--- config.mk ---
export PLATFORM = sky130hd
export DESIGN_NAME = abkf_mul
export DESIGN_NICKNAME = d
export VERILOG_FILES = /design/src/hdl/abkf_pkg.sv /design/src/hdl/abkf_mul.sv
export SDC_FILE = /design/constraint.sdc
export NUM_CORES = 2
export LEC_CHECK = 0
export BUFFER_PORTS_ARGS = -buffer_cell sky130_fd_sc_hd__buf_2
export CORE_ASPECT_RATIO = 0.5
export CORE_UTILIZATION = 35
export DETAILED_ROUTE_END_ITERATION = 8
export PLACE_DENSITY = 0.56
export SETUP_SLACK_MARGIN = 0.4
export SLEW_MARGIN = 20
export SYNTH_ARGS = -nofsm -noshare
export SYNTH_HDL_FRONTEND = slang
export SYNTH_SLANG_ARGS = --single-unit
--- constraint.sdc ---
create_clock -name clk -period 14.4 [get_ports clk]
set_clock_uncertainty 0.05 [all_clocks]
set_input_delay 0.72 -clock clk [delete_from_list [all_inputs] [get_ports clk]]
set_output_delay 0.72 -clock clk [all_outputs]
set_load 0.005 [all_outputs]
--- src/hdl/abkf_pkg.sv ---
// shared types, constants and helpers for the angle/bias kalman filter
package abkf_pkg;

  // value format: signed Q16.16
  localparam int VW = 32;
  localparam int FB = 16;
  localparam int REG_W = 31;
  localparam int TIME_W = 16;

  // divider operand widths: numerator holds |value| << FB
  localparam int NUM_W = 48;
  localparam int DEN_W = 33;

  // operand width of the shared multiplier (sums of two values)
  localparam int OP_W = VW + 1;
  localparam int SUM_W = VW + 4;

  // register reset values: round(noise * 2^FB)
  localparam logic [REG_W-1:0] ANGLE_Q_RST = 31'd66;
  localparam logic [REG_W-1:0] BIAS_Q_RST  = 31'd197;
  localparam logic [REG_W-1:0] MEAS_R_RST  = 31'd1966;

  // configuration register indexes
  localparam logic [1:0] REG_ANGLE_Q = 2'd0;
  localparam logic [1:0] REG_BIAS_Q  = 2'd1;
  localparam logic [1:0] REG_MEAS_R  = 2'd2;

  // microseconds to Q0.32 seconds, rounded: t * 2^32 / 10^6 splits into
  // t * 4294 plus (t * 967296 + 500000) / 10^6; the fraction part, reduced
  // by 64, is floor((t * 15114 + 7812) / 15625), found by a reciprocal
  // multiplication that is exact for numerators below 2^30
  localparam logic [28:0] DT_INT_MUL  = 29'd4294;
  localparam logic [29:0] DT_FRAC_MUL = 30'd15114;
  localparam logic [29:0] DT_FRAC_RND = 30'd7812;
  localparam logic [30:0] DT_RECIP    = 31'd1125899907;  // ceil(2^44 / 15625)
  localparam int DT_RECIP_SH = 44;
  localparam int DT_PROD_W   = 61;

  // multiply steps of one filter update
  localparam logic [3:0] STEP_ANGLE_PRED = 4'd0;
  localparam logic [3:0] STEP_CROSS_PRED = 4'd1;
  localparam logic [3:0] STEP_AA_NOISE   = 4'd2;
  localparam logic [3:0] STEP_BB_PRED    = 4'd3;
  localparam logic [3:0] STEP_BB_NOISE   = 4'd4;
  localparam logic [3:0] STEP_ANGLE_CORR = 4'd5;
  localparam logic [3:0] STEP_BIAS_CORR  = 4'd6;
  localparam logic [3:0] STEP_AA_CORR    = 4'd7;
  localparam logic [3:0] STEP_AB_CORR    = 4'd8;
  localparam logic [3:0] STEP_BA_CORR    = 4'd9;
  localparam logic [3:0] STEP_BB_CORR    = 4'd10;

  typedef enum logic [2:0] {
    ST_IDLE,
    ST_DT,
    ST_DT_WAIT,
    ST_MUL,
    ST_MUL_WAIT,
    ST_DIV,
    ST_DIV_WAIT,
    ST_OUT
  } abkf_state_t;

  // request to the shared multiplier
  typedef struct packed {
    logic start;
    logic frac_shift;  // shift by FB instead of 32
  } abkf_mul_req_t;

  // saturate a wide sum to the value range
  function automatic logic signed [VW-1:0] sat_val(input logic signed [SUM_W-1:0] v);
    logic signed [SUM_W-1:0] vmax;
    logic signed [SUM_W-1:0] vmin;
    vmax = SUM_W'((65'sd1 <<< (VW - 1)) - 65'sd1);
    vmin = -vmax - SUM_W'(1);
    if (v > vmax) return vmax[VW-1:0];
    else if (v < vmin) return vmin[VW-1:0];
    else return v[VW-1:0];
  endfunction

endpackage

--- src/hdl/abkf_mul.sv ---
// shared two-stage signed multiplier with rounding shift and saturation
module abkf_mul import abkf_pkg::*; (
  input  logic                 clk,
  input  logic                 rst_n,
  input  abkf_mul_req_t        req,
  input  logic signed [OP_W-1:0] op_a,
  input  logic signed [OP_W-1:0] op_b,
  output logic                 done,
  output logic signed [VW-1:0] result
);

  localparam int PROD_W = 2 * OP_W;

  logic [OP_W-1:0]   mag_a;
  logic [OP_W-1:0]   mag_b;
  logic              v1_r;
  logic              neg1_r;
  logic              fsh1_r;
  logic [PROD_W-1:0] prod_r;
  logic [PROD_W:0]   rounded;
  logic [PROD_W:0]   shifted;
  logic [PROD_W:0]   lim;
  logic [VW-1:0]     mag_sat;
  logic              done_r;
  logic signed [VW-1:0] res_r;

  // operand magnitudes
  assign mag_a = op_a[OP_W-1] ? OP_W'(-op_a) : OP_W'(op_a);
  assign mag_b = op_b[OP_W-1] ? OP_W'(-op_b) : OP_W'(op_b);

  // stage one: product of magnitudes
  always_ff @(posedge clk) begin
    if (!rst_n) begin
      v1_r <= 1'b0;
    end else begin
      v1_r <= req.start;
    end
    neg1_r <= op_a[OP_W-1] ^ op_b[OP_W-1];
    fsh1_r <= req.frac_shift;
    prod_r <= mag_a * mag_b;
  end

  // stage two: round half away from zero, shift, saturate, apply sign
  always_comb begin
    rounded = {1'b0, prod_r} + (fsh1_r ? ((PROD_W+1)'(1) << (FB - 1))
                                       : ((PROD_W+1)'(1) << 31));
    shifted = fsh1_r ? (rounded >> FB) : (rounded >> 32);
    lim = ((PROD_W+1)'(1) << (VW - 1)) - (PROD_W+1)'(!neg1_r);
    mag_sat = (shifted > lim) ? lim[VW-1:0] : shifted[VW-1:0];
  end

  always_ff @(posedge clk) begin
    if (!rst_n) begin
      done_r <= 1'b0;
    end else begin
      done_r <= v1_r;
    end
    res_r <= neg1_r ? -$signed(mag_sat) : $signed(mag_sat);
  end

  assign done = done_r;
  assign result = res_r;

endmodule

==> results.toml <==
[timing]
setup_viol = 0
maxSlewHeadroom_pct = 17.6
worst_pin_slew_ns = 1.23
worst_slack_ns = 2.18
finalCriticalPeriod_ns = 12.22
rsz0062_at_grt = "no"
hold_violations = 0
hold_ws_ns = 0.386
period_share_pct = 84.9
slew_viol_final = 0
finalSetupTns_ns = 0
fmax_ghz = 0.0818

[floorplanning]
die-area_mm2 = 0.117
num_rows = 87
die_x_um = 482
initial_core_util_pct = 35.5
core_mm2 = 0.113
die_h_um = 242
ioPinCount = 103

[finish]
final_nets = 6076
multi_input_area_mm2 = 0.0345
seq_area_mm2 = 0.00174
finalNonFillerCells = 6269
fillers = 11600
syn2layout_area_growth_pct = 8.66
drive_gt1_share_pct = 7.28
diodes = 0

[critical_path]
crit_required_ns = 14.63
cp-start-kind = "input port"
cp.buffers_inverters = 4
critPathMaxStageDelay_ns = 0.92
cpMostUsedCell = "fa_1"
cpLargestDelayFamily = "adder cells"
endpoint_kind = "flip-flop"
slowest_stage = "nor4_1"
cp_max_fo = 12
critPathKind = "input port to flip-flop"
arrival_ns = 12.45

[synthesis]
yosysMostFrequentCell = "inv_1"
synth_top_family_by_area = "adder cells"
synth_xor_area_share_pct = 4.43
yosys.area_share.adder_pct = 56.8
synth.avg_cell_area_um2 = 8.55
synth_top_area_share_pct = 47.5
synth_cell_types = 81
synth_edf_count = 0
synth.largest_area_cell = "fa_1"
synth-simple-area-share_pct = 16.7
syn-cell-area_mm2 = 0.0403
synth_top_cells_by_count = "inv_1, fa_1, nand2_1"
synth_cells = 4713
synth_compound_area_share_pct = 5.66
synth_warnings = 0
synthArstFlopShare_pct = 0
synth-seq-cells = 87
muxShareOfSynthArea_pct = 0.487
ys_seq_area_share_pct = 4.32
syn-num-nets = 6038
synth-main-ff-cell = "dfxtp_1"
synth_area_leaders = "fa_1, inv_1, ha_1"

[detailed_routing]
drtIter0Drc = 3123
met1_length_um = 64300
route.met2.wl_um = 65300
highest_layer = "met4"
drtAntennaViolNets = 0
wl_um = 154000
vias = 33400
wl_per_cell_um = 24.6
met3WireLength_um = 18100
drt-vias-per-instance = 5.33
drc = 0
first_pass_iters = 7

[place]
finalWeightedCongestion = 1.07
dp.cells = 6253
pre_cts_ws_ns = 1.95
dpl.hpwl_um = 127000
portBuffers = 102

[clocking]
root_buffer = "clkbuf_16"
cts_buffer_depth = 2
ctsHoldBuffers = 0
cts_buffers = 9
cts.sinks = 87
post-cts-setup-buffers = 0
clk_latency_ns = 0.36
post_cts_resized = 0
tritoncts = "done"
h-tree-depth = 3
path_clk_slew_ns = 0.06

[global_routing]
antenna_found_initial = 3
grt_pass1_wl_um = 230000
grt_max_degree = 82
overflow = 0
grt_usage_pct = 26.8
grt_pass1_vias = 34900

[run]
cap_violations = 0

[min_path]
hold_class = "flip-flop to flip-flop"

[outcome]
outcome = "finished clean"
[placed cells by master, fill, tap and decap left out, types with 8 or more instances in the layout]
master,count
a21o_1,48
a21oi_1,70
a31oi_1,22
and2_1,19
and3_1,18
and4_1,11
buf_2,102
buf_4,131
clkbuf_16,9
dfxtp_1,86
fa_1,957
ha_1,298
inv_1,1030
mux2i_1,12
nand2_1,636
nand2b_1,24
nand3_1,48
nand3b_1,9
nand4_1,36
nor2_1,625
nor2b_1,12
nor3_1,41
nor4_1,24
o211ai_1,8
o21a_1,11
o21ai_0,65
o22ai_1,9
o31a_1,8
o31ai_1,20
or2_2,9
or3_1,20
or4_1,15
xnor2_1,74
xnor2_2,27
xnor2_4,8
xor2_1,77
xor2_2,14
[per-stage QoR]
stage | util [%] | cell area [um2]
after floorplan | - | 40300
after global placement | 38.3 | 43400
after detailed placement | 38.3 | 43500
after CTS | 38.6 | 43800
after global routing | 38.6 | 43800
final | 38.6 | 43800
[final timing paths]
check | start | end | slack, ns | cells after the start
worst min-delay path | v1_r$_SDFF_PN0_ | done$_SDFF_PN0_ | 0.39 | 1
worst max-delay path | op_b[3] | prod_r[65]$_DFF_P_ | 2.18 | 33
worst max register to register | fsh1_r$_DFF_P_ | result[30]$_DFF_P_ | 5.16 | 26
worst min register to register | v1_r$_SDFF_PN0_ | done$_SDFF_PN0_ | 0.39 | 1
[registers in the layout, summed over array words and instances (netlist names)]
register  flops
result       32
fsh1_r        1
v1_r          1
prod_r       51
neg1_r        1
done          1
[cell type report]
| class | count | area share, % |
|---|---|---|
| Tap cell | 1513 | 4.32 |
| Clock inverter | 3 | 0.149 |
| Inverter | 1032 | 8.84 |
| Multi-Input combinational cell | 3387 | 78.7 |
| Sequential cell | 87 | 3.98 |
| Clock buffer | 13 | 0.594 |
| Timing Repair Buffer | 234 | 3.44 |
[cell families (layout without fill, tap and decap cells)]
kind of cell,after synthesis,in the layout
AND/OR/NAND/NOR,1573,1573
adder cells (fa/ha/maj),1255,1255
buffers and inverters,1239,1282
AO/OA/AOI/OAI,336,336
XOR/XNOR,204,204
flip-flops,87,87
multiplexers,19,19
[layer usage]
layer,vias to the layer above,global-route usage (%)
li1,14200,-
met1,17200,37.5
met2,1706,39.8
met3,310,7.37
met4,0,9.06
met5,-,0
Power is not shown: default switching activity piles up to over one toggle a cycle in this logic, so the estimate is an artifact.
