File: src/hdl/abkf_pkg.sv
// shared types, constants and helpers for the angle/bias kalman filter
package abkf_pkg;

  // value format: signed Q16.16
  localparam int VW = 32;
  localparam int FB = 16;
  localparam int REG_W = 31;
  localparam int TIME_W = 16;

  // divider operand widths: numerator holds |value| << FB
  localparam int NUM_W = 48;
  localparam int DEN_W = 33;

  // operand width of the shared multiplier (sums of two values)
  localparam int OP_W = VW + 1;
  localparam int SUM_W = VW + 4;

  // register reset values: round(noise * 2^FB)
  localparam logic [REG_W-1:0] ANGLE_Q_RST = 31'd66;
  localparam logic [REG_W-1:0] BIAS_Q_RST  = 31'd197;
  localparam logic [REG_W-1:0] MEAS_R_RST  = 31'd1966;

  // configuration register indexes
  localparam logic [1:0] REG_ANGLE_Q = 2'd0;
  localparam logic [1:0] REG_BIAS_Q  = 2'd1;
  localparam logic [1:0] REG_MEAS_R  = 2'd2;

  // microseconds to Q0.32 seconds, rounded: t * 2^32 / 10^6 splits into
  // t * 4294 plus (t * 967296 + 500000) / 10^6; the fraction part, reduced
  // by 64, is floor((t * 15114 + 7812) / 15625), found by a reciprocal
  // multiplication that is exact for numerators below 2^30
  localparam logic [28:0] DT_INT_MUL  = 29'd4294;
  localparam logic [29:0] DT_FRAC_MUL = 30'd15114;
  localparam logic [29:0] DT_FRAC_RND = 30'd7812;
  localparam logic [30:0] DT_RECIP    = 31'd1125899907;  // ceil(2^44 / 15625)
  localparam int DT_RECIP_SH = 44;
  localparam int DT_PROD_W   = 61;

  // multiply steps of one filter update
  localparam logic [3:0] STEP_ANGLE_PRED = 4'd0;
  localparam logic [3:0] STEP_CROSS_PRED = 4'd1;
  localparam logic [3:0] STEP_AA_NOISE   = 4'd2;
  localparam logic [3:0] STEP_BB_PRED    = 4'd3;
  localparam logic [3:0] STEP_BB_NOISE   = 4'd4;
  localparam logic [3:0] STEP_ANGLE_CORR = 4'd5;
  localparam logic [3:0] STEP_BIAS_CORR  = 4'd6;
  localparam logic [3:0] STEP_AA_CORR    = 4'd7;
  localparam logic [3:0] STEP_AB_CORR    = 4'd8;
  localparam logic [3:0] STEP_BA_CORR    = 4'd9;
  localparam logic [3:0] STEP_BB_CORR    = 4'd10;

  typedef enum logic [2:0] {
    ST_IDLE,
    ST_DT,
    ST_DT_WAIT,
    ST_MUL,
    ST_MUL_WAIT,
    ST_DIV,
    ST_DIV_WAIT,
    ST_OUT
  } abkf_state_t;

  // request to the shared multiplier
  typedef struct packed {
    logic start;
    logic frac_shift;  // shift by FB instead of 32
  } abkf_mul_req_t;

  // saturate a wide sum to the value range
  function automatic logic signed [VW-1:0] sat_val(input logic signed [SUM_W-1:0] v);
    logic signed [SUM_W-1:0] vmax;
    logic signed [SUM_W-1:0] vmin;
    vmax = SUM_W'((65'sd1 <<< (VW - 1)) - 65'sd1);
    vmin = -vmax - SUM_W'(1);
    if (v > vmax) return vmax[VW-1:0];
    else if (v < vmin) return vmin[VW-1:0];
    else return v[VW-1:0];
  endfunction

endpackage

File: src/hdl/abkf_div.sv
// radix-2 restoring divider, one quotient bit per cycle, signed saturated result
module abkf_div import abkf_pkg::*; (
  input  logic                 clk,
  input  logic                 rst_n,
  input  logic                 start,
  input  logic [NUM_W-1:0]     num_mag,
  input  logic [DEN_W-1:0]     den_mag,
  input  logic                 neg,
  output logic                 done,
  output logic signed [VW-1:0] quot
);

  localparam int CNT_W = $clog2(NUM_W + 1);

  logic             busy_r;
  logic             done_r;
  logic [CNT_W-1:0] cnt_r;
  logic [DEN_W-1:0] rem_r;
  logic [NUM_W-1:0] quo_r;
  logic [DEN_W-1:0] den_r;
  logic             neg_r;
  logic [DEN_W:0]   rem_sh;
  logic             ge;
  logic [DEN_W:0]   rem_sub;
  logic [NUM_W-1:0] lim;
  logic [NUM_W-1:0] mag_sat;

  // trial subtract
  assign rem_sh  = {rem_r, quo_r[NUM_W-1]};
  assign ge      = rem_sh >= {1'b0, den_r};
  assign rem_sub = rem_sh - {1'b0, den_r};

  always_ff @(posedge clk) begin
    if (!rst_n) begin
      busy_r <= 1'b0;
      done_r <= 1'b0;
      cnt_r  <= '0;
    end else begin
      done_r <= 1'b0;
      if (start) begin
        busy_r <= 1'b1;
        cnt_r  <= CNT_W'(NUM_W);
      end else if (busy_r) begin
        cnt_r <= cnt_r - CNT_W'(1);
        if (cnt_r == CNT_W'(1)) begin
          busy_r <= 1'b0;
          done_r <= 1'b1;
        end
      end
    end
  end

  // datapath
  always_ff @(posedge clk) begin
    if (start) begin
      quo_r <= num_mag;
      rem_r <= '0;
      den_r <= den_mag;
      neg_r <= neg;
    end else if (busy_r) begin
      quo_r <= {quo_r[NUM_W-2:0], ge};
      rem_r <= ge ? rem_sub[DEN_W-1:0] : rem_sh[DEN_W-1:0];
    end
  end

  // saturate and sign; a zero divisor gives zero
  always_comb begin
    lim = (NUM_W'(1) << (VW - 1)) - NUM_W'(!neg_r);
    mag_sat = (quo_r > lim) ? lim : quo_r;
    if (den_r == '0) quot = '0;
    else if (neg_r) quot = -$signed(mag_sat[VW-1:0]);
    else quot = $signed(mag_sat[VW-1:0]);
  end

  assign done = done_r;

endmodule
File: config.mk
export PLATFORM = sky130hd
export DESIGN_NAME = abkf_div
export DESIGN_NICKNAME = d
export VERILOG_FILES = /design/src/hdl/abkf_pkg.sv /design/src/hdl/abkf_div.sv
export SDC_FILE = /design/constraint.sdc
export NUM_CORES = 1
export LEC_CHECK = 0
export ABC_AREA = 1
export BUFFER_PORTS_ARGS = -buffer_cell sky130_fd_sc_hd__buf_4
export CAP_MARGIN = 20
export CORE_MARGIN = 5
export CORE_UTILIZATION = 54
export CTS_BUF_LIST = sky130_fd_sc_hd__clkbuf_16
export CTS_CLUSTER_DIAMETER = 150
export DETAILED_ROUTE_END_ITERATION = 8
export MAX_ROUTING_LAYER = met4
export PLACE_DENSITY = 0.83
export SLEW_MARGIN = 40
export SYNTH_ARGS = -nofsm -noshare
export SYNTH_HDL_FRONTEND = slang
export SYNTH_SLANG_ARGS = --single-unit
File: constraint.sdc
create_clock -name clk -period 3.6 [get_ports clk]
set_input_delay 0.18 -clock clk [delete_from_list [all_inputs] [get_ports clk]]
set_output_delay 0.18 -clock clk [all_outputs]
set_load 0.05 [all_outputs]
==> impl_metrics.yaml, run 1 <==
clocking:
  numCtsBuffers: 17
  cts.sinks: 123
  cts_buffer_depth: 2
  clock-root-buffer: "clkbuf_16"
  cts_tree: "built"
  path_clk_slew_ns: 0.06
  h-tree-depth: 4
  clk_latency_ns: 0.42
global_routing:
  grt_pass1_vias: 8969
  grt_max_degree: 47
  grt_pass1_wl_um: 42300
  grt_use_total_pct: 27.0
  overflow: 0
  antenna_found_initial: 1
timing:
  drv_slew: 0
  rsz0062_at_grt: "true"
  setup_violations: 29
  tightest_slew_ns: 0.780
  relSlewSlack_pct: 47.9
  fin_crit_ns: 3.90
  fin_skew_ns: 0.0171
  hold_slack_ns: 0.0312
  hold_viol_final: 0
  fmax_mhz: 256
  setup_slack_ns: -0.300
  min_period_over_period_pct: 108
synthesis:
  synthesis.area_um2: 9030
  avgSynthCellArea_um2: 7.11
  synth-async-reset-ratio_pct: 0
  synth_nets: 1425
  synth_cells: 1271
  yosys.area.top_type_share_pct: 27.3
  synth_flop_cell: "edfxtp_1"
  synth_edf_count: 82
  synth_top_cell_by_area: "edfxtp_1"
  synth_warnings: 0
  synth_cell_types: 44
  ys_seq_area_share_pct: 36.3
  synthTopCellsByArea: "edfxtp_1, nand2_1, ha_1, dfxtp_1, inv_1"
  ys_ff_latch: 123
detailed_routing:
  totalWireLength_um: 26500
  wl_per_cell_um: 15.8
  first_pass_iters: 7
  drc: 0
  vias: 9334
  dr.first_iter.drc_count: 729
  ant_nets: 0
  via_per_inst: 5.58
status:
  violations: "setup timing"
  outcome: "finished, violations left"
pwr:
  pwr_density_cell_nw_per_um2: 360
  p_int_mw: 3.02
  p_clk_share_pct: 36.3
  ir_drop_uv: 350
  leakagePower_nw: 5.87
  swShare_pct: 30.4
  switchingPower_mw: 1.32
  p_seq_share_pct: 39.7
  comb_power_share_pct: 24.0
setup_path:
  crit_type: "reg -> out"
  critPathRequiredTime_ns: 3.42
  arrival_ns: 3.72
  crit_path_end_kind: "primary output"
  crit_path_max_fanout: 22
  cp-start-kind: "register"
die:
  fp.dieW_um: 139
  start_util_pct: 54.7
  dieArea_um2: 19400
  core_area_um2: 16500
  die_h_um: 139
  num_rows: 47
  io-pin-count: 118
cells_and_area:
  most-common-layout-cells: "nand2_1, inv_1, buf_4, nor2_1, edfxtp_1"
  drive_above_1_share_pct: 21.9
  layout-area-overhead-vs-synth_pct: 33.3
  nets: 1594
  final_common_cell: "nand2_1"
placed_design:
  dp_hpwl_um: 17900
  post-place-ws_ns: 0.105
  routabilityCongestion: 0.964
  portBuffers: 117
min_path:
  hold_class: "in -> reg"
job:
  cap_violations: 0
-- synth_stat cells (2+ instances only) --
| cell type | number |
|---|---|
| buf_4 | 3 |
| and2_1 | 2 |
| o211ai_1 | 17 |
| edfxtp_1 | 82 |
| o21a_1 | 2 |
| a21oi_1 | 63 |
| buf_2 | 9 |
| inv_1 | 132 |
| clkbuf_1 | 22 |
| dfxtp_1 | 41 |
| buf_6 | 4 |
| buf_1 | 2 |
| xor2_1 | 16 |
| nor2_1 | 126 |
| nand2_2 | 11 |
| nor3_1 | 12 |
| inv_2 | 2 |
| nand4_1 | 17 |
| nor2_2 | 5 |
| o21ai_0 | 67 |
| nand3_2 | 4 |
| a31oi_1 | 13 |
| ha_1 | 68 |
| a21boi_0 | 2 |
| o21ai_1 | 9 |
| xnor2_1 | 14 |
| a211oi_1 | 4 |
| nor4_1 | 5 |
| a21o_1 | 7 |
| o21bai_1 | 5 |
| a221oi_1 | 2 |
| nand3_1 | 55 |
| or2_2 | 2 |
| nand2_1 | 433 |
| o21ai_2 | 4 |
-- layer usage --
| layer | vias to the layer above | global-route usage [%] | share of wire, % |
|---|---|---|---|
| met1 | 4272 | 32.5 | 40 |
| met3 | 100 | 4.87 | 7.2 |
| met5 | - | - | 0 |
| li1 | 4532 | - | - |
| met4 | 0 | 10.4 | 3.8 |
| met2 | 430 | 45.1 | 49 |
-- worst paths after layout --
check / slack (ns) / from / cells after the start / to
max: -0.30 / neg_r$_DFFE_PP_ / 23 / quot[29]
min: 0.03 / num_mag[21] / 3 / quo_r[21]$_DFFE_PP_
min reg2reg: 0.47 / rem_r[24]$_SDFFE_PP0P_ / 2 / rem_r[24]$_SDFFE_PP0P_
max reg2reg: 0.38 / quo_r[47]$_DFFE_PP_ / 14 / quo_r[0]$_DFFE_PP_
-- registers in the layout (all words and copies together), names as in the netlist --
register  count
done          1
quo_r        48
rem_r        33
neg_r         1
den_r        33
cnt_r         6
busy_r        1
-- power by group through the flow --
stage | Clock [mW] | Combinational (mW) | Sequential (mW)
5_1_grt | 1.66 | 1.14 | 1.73
3_5_place_dp | 0 | 0.867 | 1.74
2_1_floorplan | 0 | 0.611 | 1.71
3_3_place_gp | 0 | 0.843 | 1.73
6_report | 1.58 | 1.04 | 1.72
4_1_cts | 1.59 | 0.991 | 1.71
-- stage by stage --
step | util (%) | instances | power [mW] | cell area, um^2 | setup TNS (ns)
finish | 72.9 | 1674 | 4.34 | 12000 | -4.33
global route | 72.9 | 1674 | 4.53 | 12000 | -10.32
CTS | 71.5 | 1669 | 4.30 | 11800 | -2.27
detailed placement | 62.6 | 1583 | 2.60 | 10300 | 0
global placement | 62.6 | 1583 | 2.58 | 10300 | 0
floorplan | - | 1271 | 2.32 | 9260 | -2.37
-- layout make-up --
class	instances	area, um^2
Fill cell	1171	4480
Sequential cell	123	3280
Timing Repair Buffer	190	1770
Tap cell	220	275
Inverter	134	505
Clock inverter	14	88.8
Clock buffer	18	450
Multi-Input combinational cell	974	5670
Antenna cell	1	2.50
-- repair_timing --
| action | CTS | global route |
|---|---|---|
| gates cloned | 4 | 0 |
| pin swaps | 27 | 3 |
| resized for setup | 89 | 45 |
| hold endpoints to repair | 35 | 0 |
| buffers inserted | 15 | 4 |
| endpoints found under the setup margin | 29 | 30 |
| hold buffers | 35 | 0 |
-- cell families (layout without fill, tap and decap cells) --
family                   count (synthesis)  after routing  share of synthesized area [%]
AO/OA/AOI/OAI                          198            198                           12.6
XOR/XNOR                                30             30                           2.91
adder cells (fa/ha/maj)                 69             69                           9.64
buffers and inverters                  174            356                           7.81
flip-flops                             123            123                           36.3
other                                    0              1                              0
AND/OR/NAND/NOR                        677            677                           30.7
-- worst max-delay path, cell delays in order, from the launching register on --
cell and delay, ns:
edfxtp_1 0.44, buf_12 0.19, ha_1 0.30, nand2_1 0.08, nor2_1 0.16, nand2_1 0.14
inv_1 0.08, nand2_1 0.05, nand2_1 0.05, nand2_1 0.06, nand2_2 0.13, nand2_4 0.10
buf_12 0.14, buf_16 0.16, nand2_1 0.17, nand3_1 0.14, nor2_1 0.15, nand2_1 0.09
nand2_1 0.08, nand3_1 0.07, nand2_1 0.06, inv_1 0.06, nor2_2 0.19, buf_6 0.19
No activity file was read; power rests on OpenSTA's default activity.
==> run 2: changes to the inputs <==
--- a/config.mk
+++ b/config.mk
@@ -13,6 +13,7 @@
 export CTS_BUF_LIST = sky130_fd_sc_hd__clkbuf_16
 export CTS_CLUSTER_DIAMETER = 150
 export DETAILED_ROUTE_END_ITERATION = 8
+export HOLD_SLACK_MARGIN = 0.06
 export MAX_ROUTING_LAYER = met4
 export PLACE_DENSITY = 0.83
 export SLEW_MARGIN = 40
==> impl_metrics.yaml, run 2 (synthesis gave the netlist of run 1 again) <==
status:
  outcome: "finished, violations left"
  violations: "DRC, setup timing"
cells_and_area:
  most-common-layout-cells: "nand2_1, buf_4, inv_1, nor2_1, edfxtp_1"
  top_register: "quo_r"
  nets: 1662
  final_common_cell: "nand2_1"
  drive_above_1_share_pct: 27.5
  largest_reg_flops: 48
  largestRegisters: "quo_r: 48 flops, den_r: 33 flops, rem_r: 33 flops"
  layout-area-overhead-vs-synth_pct: 49.0
min_path:
  hold_class: "in -> reg"
detailed_routing:
  totalWireLength_um: 39500
  wl_per_cell_um: 22.7
  vias: 11100
  dr.first_iter.drc_count: 1158
  via_per_inst: 6.36
  ant_nets: 0
  drc: 1
  first_pass_iters: 9
clocking:
  cts_tree: "built"
  h-tree-depth: 4
  clk_latency_ns: 0.44
  cts.sinks: 123
  cts_buffer_depth: 2
  numCtsBuffers: 17
  clock-root-buffer: "clkbuf_16"
  path_clk_slew_ns: 0.07
global_routing:
  grt_pass1_wl_um: 44900
  grt_pass1_vias: 9310
  grt_max_degree: 47
  antenna_found_initial: 1
  overflow: 0
  grt_use_total_pct: 28.8
timing:
  setup_slack_ns: -1.21
  min_period_over_period_pct: 134
  setup-tns-final_ns: -24.18
  hold_slack_ns: 0.0562
  tightest_slew_ns: 0.823
  relSlewSlack_pct: 45.0
  fin_crit_ns: 4.81
  fmax_mhz: 208
  drv_slew: 0
  rsz0062_at_grt: "true"
  hold_viol_final: 0
  setup_violations: 32
  fin_skew_ns: 0.0177
die:
  num_rows: 47
  start_util_pct: 54.7
  io-pin-count: 118
  dieArea_um2: 19400
  core_area_um2: 16500
  die_h_um: 139
  fp.dieW_um: 139
job:
  cap_violations: 0
pwr:
  leakagePower_nw: 6.41
  ir_drop_uv: 388
  pwr_density_cell_nw_per_um2: 352
setup_path:
  crit_path_max_fanout: 6
  critPathRequiredTime_ns: 3.42
  crit_path_end_kind: "primary output"
  cp-start-kind: "register"
  crit_type: "reg -> out"
  arrival_ns: 4.63
placed_design:
  dp_hpwl_um: 17900
  portBuffers: 117
  routabilityCongestion: 0.964
run 2: cell types whose count changed in the layout (fill, tap and decap cells not counted), moves of 8 or more:
| cell | delta |
|---|---|
| buf_4 | +13 |
| dlygate4sd3_1 | +37 |
| ha_1 | -14 |
| ha_4 | +14 |
| nand2_1 | -28 |
| nand2_2 | +8 |
| nand2_4 | +15 |
| nand3_1 | -12 |
| nand3_4 | +8 |
| nor2_1 | -8 |
| nor2_4 | +13 |
run 2: metal layers:
layer  vias to the layer above  GRT usage [%]  part of all wire, %  wire length [um]
met2                       977           48.3                   45             17700
met1                      4994           34.0                   33             13000
met4                         0           12.3                   11              4290
met3                       430           5.21                   12              4560
li1                       4677              -                    -                 -
met5                         -              -                    0                 0
run 2: critical path, cell delays in order (launching register included):
cell and delay (ns):
edfxtp_1 0.42, buf_6 0.15, buf_12 0.16, clkinv_8 0.08, ha_4 0.31, nand2_4 0.07
nor2_4 0.24, nand4_1 0.19, nor2_1 0.21, nand2_2 0.13, nand2_8 0.11, nand2_8 0.10
clkbuf_16 0.19, nand2_4 0.11, nand3_2 0.17, nor2_4 0.17, nand3_2 0.09, nand2_2 0.15
nand3_1 0.27, nand2_1 0.32, inv_1 0.12, nor2_2 0.20, buf_6 0.19
run 2: worst paths after layout:
kind	start	slack, ns	to	cells past startpoint
max	neg_r$_DFFE_PP_	-1.21	quot[29]	22
min	num_mag[14]	0.06	quo_r[14]$_DFFE_PP_	3
max reg2reg	den_r[0]$_DFFE_PP_	0.21	rem_r[8]$_SDFFE_PP0P_	15
min reg2reg	rem_r[24]$_SDFFE_PP0P_	0.47	rem_r[24]$_SDFFE_PP0P_	2
run 2: what timing repair did:
item                                    in CTS  in global routing
endpoints found under the setup margin      29                 31
setup buffers                               15                 28
gates resized for setup                     89                182
hold buffers                                72                  0
pin swaps                                   27                 60
cloned                                       4                 10
endpoints found under the hold margin       74                  0
run 2: metrics by stage:
stage / instances / setup WS [ns] / cell area, um^2 / util (%) / total power [mW]
4_1_cts: 1706 / -0.144 / 12200 / 73.8 / 4.33
3_3_place_gp: 1583 / 0.266 / 10300 / 62.6 / 2.58
3_5_place_dp: 1583 / 0.105 / 10300 / 62.6 / 2.60
2_1_floorplan: 1271 / -0.215 / 9260 / - / 2.32
5_1_grt: 1742 / -1.20 / 13500 / 81.5 / 4.87
6_report: 1742 / -1.21 / 13500 / 81.5 / 4.74
run 2: final cells by class:
class | instances | area (um^2)
diodes | 1 | 2.50
clock buffers | 18 | 450
clock inverters | 14 | 88.8
fillers | 872 | 3060
inverters | 134 | 523
multi-input cells | 975 | 6300
flip-flops and latches | 123 | 3280
well taps | 220 | 275
repair buffers | 257 | 2540
run 2: power breakdown:
part	internal [mW]	switching (mW)
logic	0.554	0.801
clock network	0.964	0.662
registers	1.63	0.129
total	3.14	1.59
==> run 3: changes to the inputs <==
--- a/config.mk
+++ b/config.mk
@@ -16,6 +16,7 @@
 export HOLD_SLACK_MARGIN = 0.06
 export MAX_ROUTING_LAYER = met4
 export PLACE_DENSITY = 0.83
+export REMOVE_ABC_BUFFERS = 1
 export SLEW_MARGIN = 40
 export SYNTH_ARGS = -nofsm -noshare
 export SYNTH_HDL_FRONTEND = slang
==> impl_metrics.yaml, run 3 (synthesis gave the netlist of run 1 again) <==
min_path:
  hold_class: "in -> reg"
  min_path_cells: 3
cells_and_area:
  most-common-layout-cells: "nand2_1, inv_1, buf_4, nor2_1, edfxtp_1"
  nets: 1635
  fillers: 1178
  final_common_cell: "nand2_1"
  layout-area-overhead-vs-synth_pct: 38.1
  top_register: "quo_r"
  largest_reg_flops: 48
  drive_above_1_share_pct: 20.7
  largestRegisters: "quo_r: 48 flops, den_r: 33 flops, rem_r: 33 flops"
  final_cells: 1719
global_routing:
  grt_use_total_pct: 28.5
  grt_pass1_wl_um: 44300
  antenna_found_initial: 4
  grt_max_degree: 100
  grt_pass1_vias: 9099
  overflow: 0
timing:
  hold_viol_final: 0
  min_period_over_period_pct: 109
  tightest_slew_ns: 0.820
  rsz0062_at_grt: "true"
  fmax_mhz: 255
  drv_slew: 0
  setup_violations: 29
  fin_crit_ns: 3.93
  setup_slack_ns: -0.325
  relSlewSlack_pct: 45.2
  fin_skew_ns: 0.00835
detailed_routing:
  via_per_inst: 5.53
  totalWireLength_um: 28200
  ant_nets: 0
  dr.first_iter.drc_count: 781
  first_pass_iters: 6
  drc: 0
  wl_per_cell_um: 16.4
  vias: 9503
placed_design:
  routabilityCongestion: 0.950
  placedCellCount: 1579
  dp_hpwl_um: 17700
  portBuffers: 117
setup_path:
  cp_slowest_stage_delay_ns: 0.45
  crit_buf_inv: 6
  crit_cells: 26
  r2r_cells: 15
  crit_top_cell: "nand2_1"
  crit_slowest_cell: "edfxtp_1"
  cp-start-kind: "register"
  crit_type: "reg -> out"
  arrival_ns: 3.75
  critPathRequiredTime_ns: 3.42
  path_delay_family: "simple AND/OR/NAND/NOR gates"
  crit_path_end_kind: "primary output"
  crit_path_max_fanout: 12
clocking:
  cts_buffer_depth: 2
  path_clk_slew_ns: 0.06
  cts.sinks: 123
  numCtsBuffers: 17
  clk_latency_ns: 0.42
  h-tree-depth: 4
  cts_tree: "built"
  clock-root-buffer: "clkbuf_16"
die:
  dieArea_um2: 19400
  die_h_um: 139
  core_area_um2: 16500
  io-pin-count: 118
  start_util_pct: 54.7
  fp.dieW_um: 139
  num_rows: 47
status:
  outcome: "finished, violations left"
  violations: "setup timing"
pwr:
  pwr_density_cell_nw_per_um2: 368
  ir_drop_uv: 354
  power.total_mw: 4.60
  leakagePower_nw: 6.05
job:
  cap_violations: 0
[run 3: power by group]
group / total [mW] / internal [mW] / switching (mW)
Sequential: 1.72 / 1.63 / 0.0994
Clock: 1.80 / 1.10 / 0.701
Combinational: 1.07 / 0.444 / 0.624
Total: 4.60 / 3.17 / 1.42
[run 3: stage by stage]
step                worst slack (ns)  util (%)  instance area, um^2  setup TNS [ns]  hold WS, ns
detailed placement             0.123      61.2                10100               0        0.359
global placement               0.165      61.2                10100               0        0.358
floorplan                      -1.64         -                 8830          -42.82        0.277
finish                        -0.325      75.5                12500           -6.55       0.0757
CTS                           -0.136      73.4                12100           -1.97       0.0620
global route                  -0.535      75.5                12500          -12.99       0.0729
[run 3: repair_timing]
action / 4_1_cts / 5_1_grt
pin swaps: 29 / 20
gates resized for setup: 96 / 65
cloned: 3 / 1
setup endpoints to repair: 26 / 31
endpoints found under the hold margin: 80 / 0
hold buffers: 78 / 0
setup buffers: 18 / 3
[run 3: routing by layer]
layer	part of all wire [%]	GRT usage (%)	vias up	routed length, um
met2	51	48.8	411	14300
met3	6.4	5.25	106	1810
met1	39	33.2	4362	11000
met4	4.2	11.4	0	1190
li1	-	-	4624	-
met5	0	-	-	0
[run 3: final timing paths]
check,to,startpoint,slack [ns]
min reg2reg,rem_r[28]$_SDFFE_PP0P_,rem_r[28]$_SDFFE_PP0P_,0.48
max,quot[17],neg_r$_DFFE_PP_,-0.33
max reg2reg,rem_r[27]$_SDFFE_PP0P_,den_r[0]$_DFFE_PP_,0.23
min,quo_r[19]$_DFFE_PP_,num_mag[19],0.08
[run 3: worst reg2reg max path, delay by kind of cell (launching register included)]
| family | cells | cell delay, ns |
|---|---|---|
| buffers and inverters | 2 | 0.42 |
| adder cells (fa/ha/maj) | 2 | 0.68 |
| flip-flops | 1 | 0.44 |
| AO/OA/AOI/OAI | 6 | 1.05 |
| AND/OR/NAND/NOR | 5 | 0.63 |
[run 3: final cells by class]
class | count | area [um^2] | area share, %
inverter | 134 | 512 | 4.10
tap | 220 | 275 | 2.21
clock inverter | 15 | 186 | 1.49
clock buffer | 17 | 425 | 3.41
sequential | 123 | 3280 | 26.3
timing repair buffer | 231 | 2160 | 17.3
multi-input combinational | 974 | 5620 | 45.1
antenna | 5 | 12.5 | 0.100
